## config.mk

```make
export PLATFORM = sky130hd
export DESIGN_NAME = interpolation_row_normalizer_unit
export DESIGN_NICKNAME = d
export VERILOG_FILES = /design/src/hdl/irn_pkg.sv /design/src/hdl/irn_datapath.sv /design/src/hdl/irn_ctrl.sv /design/src/hdl/interpolation_row_normalizer_unit.sv
export SDC_FILE = /design/constraint.sdc
export NUM_CORES = 1
export LEC_CHECK = 0
export ABC_AREA = 1
export CORE_UTILIZATION = 60
export CTS_BUF_LIST = sky130_fd_sc_hd__clkbuf_8
export CTS_CLUSTER_DIAMETER = 60
export DETAILED_ROUTE_END_ITERATION = 8
export DONT_BUFFER_PORTS = 1
export PLACE_DENSITY_LB_ADDON = 0.25
export SLEW_MARGIN = 10
export SYNTH_ARGS = -nofsm -noshare
export SYNTH_HDL_FRONTEND = slang
export SYNTH_SLANG_ARGS = --single-unit
```

## constraint.sdc

```tcl
create_clock -name clock -period 2.5 [get_ports clock]
set_input_delay 0.25 -clock clock [delete_from_list [all_inputs] [get_ports clock]]
set_output_delay 0.25 -clock clock [all_outputs]
set_load 0.01 [all_outputs]
```

## src/hdl/irn_pkg.sv

```systemverilog
// Shared types and constants for the interpolation row normaliser.
// Used by the controller, the datapath and the top level; depends on nothing.
package irn_pkg;

   localparam int FRAC_BITS = 15;
   localparam int WEIGHT_W  = 16;
   localparam int SUM_W     = 32;
   localparam int RATIO_W   = 16;
   localparam int DIV_STEPS = FRAC_BITS;
   localparam int CNT_W     = $clog2(DIV_STEPS + 1);

   localparam logic [RATIO_W-1:0] ONE_FX   = RATIO_W'(1) << FRAC_BITS;
   localparam logic [SUM_W-1:0]   SUM_MAX  = '1;

   localparam logic REQ_ACCUM = 1'b0;
   localparam logic REQ_EMIT  = 1'b1;

   typedef struct packed {
      logic                req_type;
      logic [WEIGHT_W-1:0] weight;
      logic                col_is_rep;
      logic                col_is_self;
      logic                row_is_rep;
      logic                row_end;
   } irn_req_type;

   typedef struct packed {
      logic [RATIO_W-1:0] ratio;
      logic               zero_sum;
      logic               row_last;
   } irn_rsp_type;

   // Commands from the controller to the datapath.
   typedef struct packed {
      logic take;
      logic step;
      logic load;
   } irn_cmd_type;

   // Status from the datapath to the controller.
   typedef struct packed {
      logic emits;
      logic needs_div;
      logic out_free;
   } irn_sts_type;

endpackage

```

## src/hdl/irn_datapath.sv

```systemverilog
// Datapath of the row normaliser: row sum, restoring divider and output register.
// Depends on irn_pkg.
module irn_datapath (
   input  logic                clock,
   input  logic                reset,
   input  irn_pkg::irn_req_type req_data,
   input  irn_pkg::irn_cmd_type cmd,
   output irn_pkg::irn_sts_type sts,
   output logic                rsp_valid,
   input  logic                rsp_ready,
   output irn_pkg::irn_rsp_type rsp_data
);
   import irn_pkg::*;

   logic [SUM_W-1:0]   row_sum_ff, row_sum_in;
   logic [SUM_W-1:0]   div_ff;
   logic [SUM_W-1:0]   rem_ff;
   logic [RATIO_W-1:0] quo_ff;
   logic               zflag_ff;
   logic               last_ff;
   logic               rsp_valid_ff;
   irn_rsp_type        rsp_data_ff;

   logic [SUM_W:0]     sum_wide;
   logic [SUM_W:0]     rem_shift;
   logic               rem_ge;
   logic               sum_zero;
   logic               w_ge_sum;

   assign sum_wide  = {1'b0, row_sum_ff} + {{(SUM_W + 1 - WEIGHT_W){1'b0}}, req_data.weight};
   assign sum_zero  = (row_sum_ff == '0);
   assign w_ge_sum  = ({{(SUM_W - WEIGHT_W){1'b0}}, req_data.weight} >= row_sum_ff);
   assign rem_shift = {rem_ff, 1'b0};
   assign rem_ge    = (rem_shift >= {1'b0, div_ff});

   assign sts.emits     = (req_data.req_type == REQ_EMIT) && req_data.col_is_rep;
   assign sts.needs_div = !req_data.row_is_rep && !sum_zero && !w_ge_sum;
   assign sts.out_free  = !rsp_valid_ff || rsp_ready;

   always_comb begin
      row_sum_in = row_sum_ff;
      if (cmd.take) begin
         if (req_data.req_type == REQ_ACCUM) begin
            if (req_data.col_is_rep) begin
               row_sum_in = sum_wide[SUM_W] ? SUM_MAX : sum_wide[SUM_W-1:0];
            end
         end else if (req_data.row_end) begin
            row_sum_in = '0;
         end
      end
   end

   always_ff @(posedge clock) begin
      if (reset) begin
         row_sum_ff <= '0;
      end else begin
         row_sum_ff <= row_sum_in;
      end
   end

   // Divider and pending result; during a divide the remainder stays below the divisor.
   always_ff @(posedge clock) begin
      if (cmd.take && sts.emits) begin
         last_ff  <= req_data.row_end;
         zflag_ff <= 1'b0;
         div_ff   <= row_sum_ff;
         rem_ff   <= {{(SUM_W - WEIGHT_W){1'b0}}, req_data.weight};
         if (req_data.row_is_rep) begin
            quo_ff <= req_data.col_is_self ? ONE_FX : '0;
         end else if (sum_zero) begin
            quo_ff   <= '0;
            zflag_ff <= 1'b1;
         end else if (w_ge_sum) begin
            quo_ff <= ONE_FX;
         end else begin
            quo_ff <= '0;
         end
      end else if (cmd.step) begin
         if (rem_ge) begin
            rem_ff <= SUM_W'(rem_shift - {1'b0, div_ff});
         end else begin
            rem_ff <= rem_shift[SUM_W-1:0];
         end
         quo_ff <= {quo_ff[RATIO_W-2:0], rem_ge};
      end
   end

   always_ff @(posedge clock) begin
      if (reset) begin
         rsp_valid_ff <= 1'b0;
      end else if (cmd.load) begin
         rsp_valid_ff <= 1'b1;
      end else if (rsp_ready) begin
         rsp_valid_ff <= 1'b0;
      end
   end

   always_ff @(posedge clock) begin
      if (cmd.load) begin
         rsp_data_ff.ratio    <= quo_ff;
         rsp_data_ff.zero_sum <= zflag_ff;
         rsp_data_ff.row_last <= last_ff;
      end
   end

   assign rsp_valid = rsp_valid_ff;
   assign rsp_data  = rsp_data_ff;

endmodule

```

## src/hdl/irn_ctrl.sv

```systemverilog
// Controller of the row normaliser: input handshake and divide sequencing.
// Depends on irn_pkg.
module irn_ctrl (
   input  logic                 clock,
   input  logic                 reset,
   input  logic                 req_valid,
   output logic                 req_ready,
   input  irn_pkg::irn_sts_type sts,
   output irn_pkg::irn_cmd_type cmd
);
   import irn_pkg::*;

   typedef enum logic [1:0] {
      ST_IDLE,
      ST_DIVIDE,
      ST_LOAD
   } state_type;

   state_type        state_ff;
   logic             ready_ff;
   logic [CNT_W-1:0] cnt_ff;

   assign cmd.take = req_valid && ready_ff;
   assign cmd.step = (state_ff == ST_DIVIDE);
   assign cmd.load = (state_ff == ST_LOAD) && sts.out_free;
   assign req_ready = ready_ff;

   always_ff @(posedge clock) begin
      if (reset) begin
         state_ff <= ST_IDLE;
         ready_ff <= 1'b0;
         cnt_ff   <= '0;
      end else begin
         unique case (state_ff)
            ST_IDLE: begin
               if (cmd.take && sts.emits) begin
                  ready_ff <= 1'b0;
                  cnt_ff   <= '0;
                  state_ff <= sts.needs_div ? ST_DIVIDE : ST_LOAD;
               end else begin
                  ready_ff <= 1'b1;
               end
            end
            ST_DIVIDE: begin
               cnt_ff <= cnt_ff + 1'b1;
               if (cnt_ff == CNT_W'(DIV_STEPS - 1)) begin
                  state_ff <= ST_LOAD;
               end
            end
            ST_LOAD: begin
               if (sts.out_free) begin
                  state_ff <= ST_IDLE;
                  ready_ff <= 1'b1;
               end
            end
            default: begin
               state_ff <= ST_IDLE;
               ready_ff <= 1'b0;
            end
         endcase
      end
   end

endmodule

```

## src/hdl/interpolation_row_normalizer_unit.sv

```systemverilog
// Interpolation row normaliser: one row of a multiscale interpolation matrix.
// Accumulate items and emit items without a result are taken back to back while idle.
// Representative rows, zero sums and weights not below the row sum skip the divider and are loaded directly.
// Other emit items run the 15-step radix-2 divider first; no new item is taken until a result is loaded.
// A result that the receiver holds off keeps the next finished item waiting for the output.
// Synchronous reset clears the row sum, the controller and the output valid.
module interpolation_row_normalizer_unit (
   input  logic                 clock,
   input  logic                 reset,
   input  logic                 req_valid,
   output logic                 req_ready,
   input  irn_pkg::irn_req_type req_data,
   output logic                 rsp_valid,
   input  logic                 rsp_ready,
   output irn_pkg::irn_rsp_type rsp_data
);
   import irn_pkg::*;

   irn_cmd_type cmd;
   irn_sts_type sts;

   // The controller owns the input handshake and the divide count; the datapath
   // holds the row sum, the divider registers and the output register, so a
   // finished item waits there while the next item is accepted.
   irn_ctrl u_ctrl (
      .clock     (clock),
      .reset     (reset),
      .req_valid (req_valid),
      .req_ready (req_ready),
      .sts       (sts),
      .cmd       (cmd)
   );

   irn_datapath u_datapath (
      .clock     (clock),
      .reset     (reset),
      .req_data  (req_data),
      .cmd       (cmd),
      .sts       (sts),
      .rsp_valid (rsp_valid),
      .rsp_ready (rsp_ready),
      .rsp_data  (rsp_data)
   );

`ifndef SYNTH
   // A divide step never coincides with taking a new item.
   a_no_take_during_divide: assert property (@(posedge clock) disable iff (reset)
      !(cmd.take && cmd.step))
      else $error("item taken while divider busy");

   // A result load always shows up as a valid output item.
   a_load_gives_valid: assert property (@(posedge clock) disable iff (reset)
      cmd.load |=> rsp_valid)
      else $error("loaded result not presented");

   // An accumulate item never produces a result.
   a_accum_silent: assert property (@(posedge clock) disable iff (reset)
      (req_valid && req_ready && (req_data.req_type == REQ_ACCUM)) |=> !$rose(rsp_valid))
      else $error("accumulate item produced a result");
`endif

endmodule
```

==> flow_results.xml, run 1 <==
<?xml version="1.0" encoding="UTF-8"?>
<metrics>
  <group name="pwr">
    <metric name="power.net_switching" unit="µW">1620</metric>
    <metric name="power_frac_seq" unit="%">48.7</metric>
    <metric name="power.switching_fraction" unit="%">30.6</metric>
    <metric name="leakage_power" unit="µW">0.00528</metric>
    <metric name="power_report.internal_total" unit="µW">3660</metric>
    <metric name="ir_drop" unit="mV">0.333</metric>
    <metric name="powerDensity" unit="nW/µm²">468</metric>
    <metric name="pwr-share-comb" unit="%">16.7</metric>
    <metric name="clock_power_share" unit="%">34.6</metric>
  </group>
  <group name="sta">
    <metric name="final-setup-viol-count" unit="">0</metric>
    <metric name="finalCritPeriodShare" unit="%">98.1</metric>
    <metric name="max_freq" unit="MHz">408</metric>
    <metric name="report.final.hold_viol_count" unit="">0</metric>
    <metric name="final_max_slew_viol_count" unit="">0</metric>
    <metric name="tightestPinTransition" unit="ns">1.01</metric>
    <metric name="finalWorstSetupSlack" unit="ns">0.0479</metric>
    <metric name="final.min_clock_period" unit="ns">2.45</metric>
    <metric name="maxSlewHeadroom" unit="%">32.3</metric>
    <metric name="worst_clock_skew" unit="ns">0.0116</metric>
    <metric name="finalHoldWorstSlack" unit="ns">0.0208</metric>
  </group>
  <group name="detailed_routing">
    <metric name="num_vias" unit="">9651</metric>
    <metric name="detail_route.wirelength" unit="µm">27900</metric>
    <metric name="drc" unit="">0</metric>
    <metric name="ant_nets" unit="">0</metric>
    <metric name="drt_pre_antenna_iters" unit="">5</metric>
    <metric name="routed_wire_length_per_instance" unit="µm">16.2</metric>
    <metric name="routed_via_density" unit="">5.59</metric>
    <metric name="drt_iter0_drc" unit="">711</metric>
  </group>
  <group name="cells_and_area">
    <metric name="antennaDiodeCount" unit="">0</metric>
    <metric name="drive_above_1_share" unit="%">8.42</metric>
    <metric name="syn2layout_area_growth" unit="%">12.6</metric>
    <metric name="layout.cell_area.non_filler" unit="µm²">11300</metric>
    <metric name="num-nets-final" unit="">1589</metric>
    <metric name="utilization" unit="%">70.0</metric>
  </group>
  <group name="critical_path">
    <metric name="r2r_depth" unit="">13</metric>
    <metric name="cp-end-kind" unit="">flip-flop</metric>
    <metric name="crit_arrival" unit="ns">2.67</metric>
    <metric name="worst_path_most_repeated_cell" unit="">nand2_1</metric>
    <metric name="critPathTopFamily" unit="">simple AND/OR/NAND/NOR gates</metric>
    <metric name="critical_path.reg2reg.startpoint" unit="">u_datapath.rem_ff[3]</metric>
    <metric name="critPathSlowestCell" unit="">ha_2</metric>
    <metric name="crit_path_max_fanout" unit="">10</metric>
    <metric name="setup.reg_to_reg.worst_slack" unit="ns">0.05</metric>
    <metric name="crit_path_start_kind" unit="">flip-flop</metric>
    <metric name="type_of_the_worst_setup_path" unit="">reg -&gt; reg</metric>
    <metric name="critPathRequiredTime" unit="ns">2.72</metric>
    <metric name="critical_path_depth" unit="">13</metric>
    <metric name="crit-reg2reg-capture" unit="">u_datapath.rem_ff[13]</metric>
    <metric name="cells_traversed_along_the_worst_timing_path" unit="">ha_2, nand2_1, nor2_2, nand3_1, nor2_1, nand2_1, nand2_2, nor2_8, buf_4, nand2_4, nand2_1, nand2_1, o21ai_1</metric>
    <metric name="cp.buffers_inverters" unit="">1</metric>
    <metric name="timing.critical_path.slowest_cell_delay" unit="ns">0.43</metric>
    <metric name="startpoint_of_the_worst_setup_timing_path" unit="">u_datapath.rem_ff[3]</metric>
  </group>
  <group name="clock_network">
    <metric name="cts_max_path_buffers" unit="">2</metric>
    <metric name="cts_inserted_buffers" unit="">17</metric>
    <metric name="clock-root-buffer" unit="">clkbuf_8</metric>
    <metric name="clock_insertion_delay_worst_skew" unit="ns">0.47</metric>
    <metric name="clk_pin_slew_worst_paths" unit="ns">0.08</metric>
    <metric name="tritoncts" unit="">done</metric>
    <metric name="htreeDepth" unit="">4</metric>
    <metric name="numClockSinks" unit="">140</metric>
  </group>
  <group name="synthesis">
    <metric name="synthesis.nets" unit="">1539</metric>
    <metric name="synthesis.instances" unit="">1446</metric>
    <metric name="syn_area_per_cell" unit="µm²">6.93</metric>
    <metric name="yosys_most_used_dff" unit="">edfxtp_1</metric>
    <metric name="mappedNetlistArea" unit="µm²">10000</metric>
    <metric name="synth.yosys.seq_area_share" unit="%">36.4</metric>
    <metric name="async_flop_share" unit="%">0</metric>
    <metric name="synth_edf_count" unit="">84</metric>
    <metric name="postSynthRegisterBits" unit="">140</metric>
    <metric name="yosysWarnings" unit="">0</metric>
    <metric name="synth_cell_type_count" unit="">41</metric>
  </group>
  <group name="grt">
    <metric name="first_global_vias" unit="">8963</metric>
    <metric name="global_route.usage.total" unit="%">32.2</metric>
    <metric name="antenna_found_initial" unit="">0</metric>
    <metric name="global_route.overflow_total" unit="">0</metric>
    <metric name="grt_first_pass_wirelength" unit="µm">44100</metric>
    <metric name="grt_start_max_net_pins" unit="">67</metric>
  </group>
  <group name="place">
    <metric name="gp_routability_congestion" unit="">1.01</metric>
    <metric name="placed_cell_area" unit="µm²">10400</metric>
    <metric name="detailedPlace.worstSlack" unit="ns">-0.0322</metric>
    <metric name="hpwlAfterDp" unit="µm">20500</metric>
    <metric name="port_buffers" unit="">0</metric>
  </group>
  <group name="hold_path">
    <metric name="worst_hold_path_type" unit="">in -&gt; reg</metric>
    <metric name="hold_path_end" unit="">u_datapath.rem_ff[3]</metric>
    <metric name="hold_path.startpoint" unit="">req_data[7]</metric>
    <metric name="min_path_cells" unit="">2</metric>
  </group>
  <group name="floorplan">
    <metric name="ios" unit="">45</metric>
    <metric name="die_x" unit="µm">131</metric>
    <metric name="die-area" unit="µm²">17200</metric>
    <metric name="start_util" unit="%">62.2</metric>
    <metric name="die_height" unit="µm">131</metric>
    <metric name="core_area" unit="µm²">16100</metric>
    <metric name="rows" unit="">46</metric>
  </group>
  <group name="flow_run">
    <metric name="max_cap_violations" unit="">0</metric>
  </group>
  <group name="run_status">
    <metric name="status" unit="">finished, final reports clean</metric>
  </group>
</metrics>
metrics by stage:
step,TNS [ns],total power (µW),instances
floorplan,0,3210,1446
global placement,0,3380,1665
CTS,0,5230,1714
detailed placement,-0.0322,3400,1665
finish,0,5280,1725
global route,-0.0644,5480,1725
layout by cell type, fill, tap and decap left out, drive strengths merged, types with 18 or more instances in the layout:
| cell | n |
|---|---|
| nor2 | 138 |
| edfxtp | 84 |
| clkbuf | 18 |
| dfxtp | 56 |
| nand3 | 128 |
| o21ai | 47 |
| inv | 242 |
| a21oi | 91 |
| nand4 | 26 |
| nand2 | 459 |
| buf | 37 |
| ha | 66 |
Yosys cell counts, types with 12 or more instances:
cell type / count / area share (%)
o21ai_1: 17 / 0.85
inv_1: 232 / 8.7
edfxtp_1: 84 / 25
xnor2_1: 12 / 1.0
nand3b_1: 16 / 1.2
a21oi_1: 89 / 4.4
nand3_1: 125 / 6.2
ha_1: 66 / 8.2
clkbuf_1: 14 / 0.52
nor3_1: 14 / 0.70
nor2_1: 132 / 4.9
o21ai_0: 29 / 1.4
nand2_1: 451 / 17
dfxtp_1: 56 / 11
nand4_1: 26 / 1.6
flip-flops by register name (all words and copies together), names as in the netlist:
register               flops
u_datapath.rsp_valid       1
u_datapath.zflag_ff        1
u_datapath.quo_ff         16
u_datapath.last_ff         1
u_datapath.div_ff         32
u_ctrl.cnt_ff              4
u_datapath.rsp_data       18
u_datapath.rem_ff         32
u_ctrl.state_ff            2
u_datapath.row_sum_ff     32
u_ctrl.req_ready           1
final cells by class:
| class | count | area (µm²) |
|---|---|---|
| multi-input cells | 1047 | 5560 |
| fillers | 1375 | 4840 |
| flip-flops and latches | 140 | 3640 |
| inverters | 236 | 886 |
| repair buffers | 54 | 520 |
| well taps | 216 | 270 |
| clock buffers | 17 | 234 |
| clock inverters | 15 | 158 |
power groups by stage:
stage	logic, µW	registers (µW)	clock network, µW
2_1_floorplan	596	2610	0
3_3_place_gp	762	2620	0
3_5_place_dp	777	2620	0
4_1_cts	821	2570	1840
5_1_grt	974	2580	1930
6_report	882	2570	1820
worst register-to-register path, cell delays in order, from the launching register on:
cell and delay [ns]:
edfxtp_1 0.42, ha_2 0.43, nand2_1 0.15, nor2_2 0.21
nand3_1 0.10, nor2_1 0.11, nand2_1 0.09, nand2_2 0.12
nor2_8 0.08, buf_4 0.16, nand2_4 0.14, nand2_1 0.09
nand2_1 0.07, o21ai_1 0.05
cell families after synthesis:
group                    synth area share (%)
adder cells (fa/ha/maj)                  8.64
AND/OR/NAND/NOR                          34.0
flip-flops                               36.4
buffers and inverters                    10.3
AO/OA/AOI/OAI                            8.64
XOR/XNOR                                 2.01
how the worst max path moves through the flow:
stage and end:
3_3_place_gp u_datapath.rem_ff[0], 3_5_place_dp u_datapath.rem_ff[0], 5_1_grt u_datapath.rem_ff[9], 2_1_floorplan u_datapath.div_ff[0], 4_1_cts u_datapath.rem_ff[3], 6_report u_datapath.rem_ff[13]
what timing repair did:
item | 4_1_cts | 5_1_grt
setup buffers | 0 | 7
hold buffers | 17 | 0
endpoints found under the setup margin | 1 | 54
resized for setup | 2 | 33
hold endpoints to repair | 54 | 0
pin swaps | 0 | 6
cloned | 0 | 4
layer usage:
| layer | global-route usage, % | part of all wire [%] | vias up |
|---|---|---|---|
| met3 | 5.36 | 7.1 | 81 |
| met4 | 15.2 | 4.2 | 0 |
| met5 | 0 | 0 | - |
| met1 | 41.5 | 43 | 4420 |
| met2 | 52.6 | 46 | 401 |
| li1 | - | - | 4749 |
No activity file was read; power rests on OpenSTA's default activity.
==> inputs of run 2 (changes only) <==
--- a/config.mk
+++ b/config.mk
@@ -6,7 +6,7 @@
 export NUM_CORES = 1
 export LEC_CHECK = 0
 export ABC_AREA = 1
-export CORE_UTILIZATION = 60
+export CORE_UTILIZATION = 65
 export CTS_BUF_LIST = sky130_fd_sc_hd__clkbuf_8
 export CTS_CLUSTER_DIAMETER = 60
 export DETAILED_ROUTE_END_ITERATION = 8
==> constraint.sdc (replaced) <==
create_clock -name clock -period 3.14 [get_ports clock]
set_input_delay 0.314 -clock clock [delete_from_list [all_inputs] [get_ports clock]]
set_output_delay 0.314 -clock clock [all_outputs]
set_load 0.01 [all_outputs]
==> run 2 against run 1 <==
Net effect:
- wire length decreased by 5.5%
- first-iteration DRC count increased by 33%
- maximum frequency decreased by 8.8%
- global-route usage increased by 2.8 points
- sequential cell count unchanged
- clock power decreased by 16%
- utilization increased by 0.16 points
- highest routed layer unchanged
- clock skew increased by 0.0068 ns
- critical endpoint is now u_datapath.rem_ff[1]
- hold slack improved by 0.017 ns
- design area decreased by 5.8%
==> flow_results.xml, run 2 (same netlist as run 1, synthesis figures left out) <==
<?xml version="1.0" encoding="UTF-8"?>
<metrics>
  <group name="critical_path">
    <metric name="critPathSlowestCell" unit="">edfxtp_1</metric>
    <metric name="cp-end-kind" unit="">flip-flop</metric>
    <metric name="worst_path_most_repeated_cell" unit="">nand2_1</metric>
    <metric name="critPathRequiredTime" unit="ns">3.37</metric>
    <metric name="type_of_the_worst_setup_path" unit="">reg -&gt; reg</metric>
    <metric name="crit_arrival" unit="ns">2.92</metric>
    <metric name="cp.buffers_inverters" unit="">1</metric>
    <metric name="timing.critical_path.slowest_cell_delay" unit="ns">0.44</metric>
    <metric name="crit_path_max_fanout" unit="">46</metric>
    <metric name="cells_traversed_along_the_worst_timing_path" unit="">ha_1, a21oi_1, inv_1, nor2_1, nand3_2, nand2_1, nand2_1, nand2_4, nand2_8, o211ai_1, nand2_1</metric>
    <metric name="crit_path_start_kind" unit="">flip-flop</metric>
    <metric name="critPathTopFamily" unit="">simple AND/OR/NAND/NOR gates</metric>
  </group>
  <group name="grt">
    <metric name="first_global_vias" unit="">9020</metric>
    <metric name="grt_start_max_net_pins" unit="">57</metric>
    <metric name="grt_first_pass_wirelength" unit="µm">43400</metric>
    <metric name="antenna_found_initial" unit="">0</metric>
    <metric name="global_route.usage.total" unit="%">35.0</metric>
    <metric name="global_route.overflow_total" unit="">0</metric>
  </group>
  <group name="sta">
    <metric name="finalCritPeriodShare" unit="%">85.6</metric>
    <metric name="final-setup-viol-count" unit="">0</metric>
    <metric name="worst_clock_skew" unit="ns">0.0183</metric>
    <metric name="tightestPinTransition" unit="ns">1.13</metric>
    <metric name="finalSetupTns" unit="ns">0</metric>
    <metric name="maxSlewHeadroom" unit="%">24.6</metric>
    <metric name="unrepaired_setup_endpoints_after_global_routing" unit="">false</metric>
    <metric name="final.min_clock_period" unit="ns">2.69</metric>
    <metric name="final_max_slew_viol_count" unit="">0</metric>
    <metric name="max_freq" unit="MHz">372</metric>
    <metric name="report.final.hold_viol_count" unit="">0</metric>
  </group>
  <group name="floorplan">
    <metric name="ios" unit="">45</metric>
    <metric name="rows" unit="">45</metric>
    <metric name="die_height" unit="µm">126</metric>
    <metric name="die_x" unit="µm">126</metric>
    <metric name="start_util" unit="%">66.1</metric>
    <metric name="core_area" unit="µm²">15100</metric>
    <metric name="die-area" unit="µm²">15900</metric>
  </group>
  <group name="hold_path">
    <metric name="worst_hold_path_type" unit="">in -&gt; reg</metric>
  </group>
  <group name="place">
    <metric name="gp_routability_congestion" unit="">1.01</metric>
    <metric name="numPlacedInstances" unit="">1617</metric>
    <metric name="port_buffers" unit="">0</metric>
    <metric name="hpwlAfterDp" unit="µm">20300</metric>
  </group>
  <group name="clock_network">
    <metric name="clock_insertion_delay_worst_skew" unit="ns">0.47</metric>
    <metric name="cts_post_setup_buffers_inserted" unit="">0</metric>
    <metric name="tritoncts" unit="">done</metric>
    <metric name="cts_repair_resize_count" unit="">0</metric>
    <metric name="numClockSinks" unit="">140</metric>
    <metric name="clk_pin_slew_worst_paths" unit="ns">0.09</metric>
    <metric name="htreeDepth" unit="">4</metric>
    <metric name="cts_inserted_buffers" unit="">17</metric>
    <metric name="cts_max_path_buffers" unit="">2</metric>
    <metric name="clock-root-buffer" unit="">clkbuf_8</metric>
  </group>
  <group name="cells_and_area">
    <metric name="antennaDiodeCount" unit="">0</metric>
    <metric name="filler_cell_count" unit="">1317</metric>
    <metric name="drive_above_1_share" unit="%">4.85</metric>
    <metric name="syn2layout_area_growth" unit="%">6.02</metric>
    <metric name="layout.cells.most_common_list" unit="">nand2_1, inv_1, nor2_1</metric>
    <metric name="fin_cells" unit="">1651</metric>
    <metric name="layout.cells.most_common" unit="">nand2_1</metric>
    <metric name="num-nets-final" unit="">1543</metric>
    <metric name="top_regs" unit="">u_datapath.div_ff (32), u_datapath.rem_ff (32), u_datapath.row_sum_ff (32)</metric>
  </group>
  <group name="detailed_routing">
    <metric name="ant_nets" unit="">0</metric>
    <metric name="num_vias" unit="">9394</metric>
    <metric name="routed_wire_length_per_instance" unit="µm">16.0</metric>
    <metric name="routed_via_density" unit="">5.69</metric>
    <metric name="drc" unit="">0</metric>
    <metric name="drt_iter0_drc" unit="">947</metric>
    <metric name="drt_pre_antenna_iters" unit="">5</metric>
    <metric name="detail_route.wirelength" unit="µm">26400</metric>
  </group>
  <group name="pwr">
    <metric name="design_power_total" unit="µW">4180</metric>
    <metric name="leakage_power" unit="µW">0.00502</metric>
    <metric name="ir_drop" unit="mV">0.283</metric>
    <metric name="powerDensity" unit="nW/µm²">393</metric>
  </group>
  <group name="flow_run">
    <metric name="max_cap_violations" unit="">0</metric>
  </group>
  <group name="run_status">
    <metric name="status" unit="">finished, final reports clean</metric>
  </group>
</metrics>
## run 2: changes by cell type in the layout (fill, tap and decap cells not counted), sizes merged
| cell | before | now |
|---|---|---|
| buf | 37 | 10 |
| bufinv | 1 | 2 |
| clkbuf | 18 | 17 |
| clkinv | 6 | 3 |
| clkinvlp | 2 | 3 |
| dlygate4sd3 | 16 | 1 |
| inv | 242 | 243 |
| nand2 | 459 | 456 |
## run 2: metrics by stage
stage               utilization [%]  hold slack, ns  area (µm²)  worst slack (ns)
detailed placement             67.3           0.391       10200             0.492
finish                         70.1          0.0378       10600             0.451
global route                   70.1          0.0197       10600             0.295
CTS                            70.1          0.0183       10600             0.502
global placement               67.3           0.387       10200             0.559
floorplan                         -           0.400       10000             0.768
## run 2: per-layer routing
layer	share of wire [%]	vias to the layer above	global-route usage, %
li1	-	4657	-
met1	42	4297	43.9
met2	47	364	57.7
met3	7.3	76	5.90
met4	4.2	0	18.6
met5	0	-	0.619
## run 2: final cells by class
| type | count | area [µm²] | area share [%] |
|---|---|---|---|
| multi-input cells | 1044 | 5350 | 50.4 |
| flip-flops and latches | 140 | 3640 | 34.3 |
| inverters | 236 | 886 | 8.34 |
| well taps | 188 | 235 | 2.21 |
| clock buffers | 17 | 234 | 2.20 |
| clock inverters | 15 | 160 | 1.51 |
| repair buffers | 11 | 110 | 1.04 |
## run 2: power by group
part | total (µW) | leakage, µW | internal [µW] | switching [µW]
Sequential | 2050 | 0.00122 | 2010 | 43.1
Combinational | 616 | 0.00361 | 210 | 405
Clock | 1520 | 0.000194 | 719 | 796
Total | 4180 | 0.00502 | 2930 | 1240
## run 2: timing repair
item                                    4_1_cts  5_1_grt
endpoints found under the hold margin        37        0
endpoints found under the setup margin        0        0
hold buffers                                  2        0
## run 2: final timing paths
path	end	startpoint	slack, ns	depth (start not counted)
max reg2reg	u_datapath.rem_ff[1]	u_datapath.rem_ff[7]	0.45	11
max	u_datapath.rem_ff[1]	u_datapath.rem_ff[7]	0.45	11
min	u_datapath.rsp_valid	reset	0.04	2
min reg2reg	u_datapath.rsp_data[1]	u_datapath.zflag_ff	0.42	0
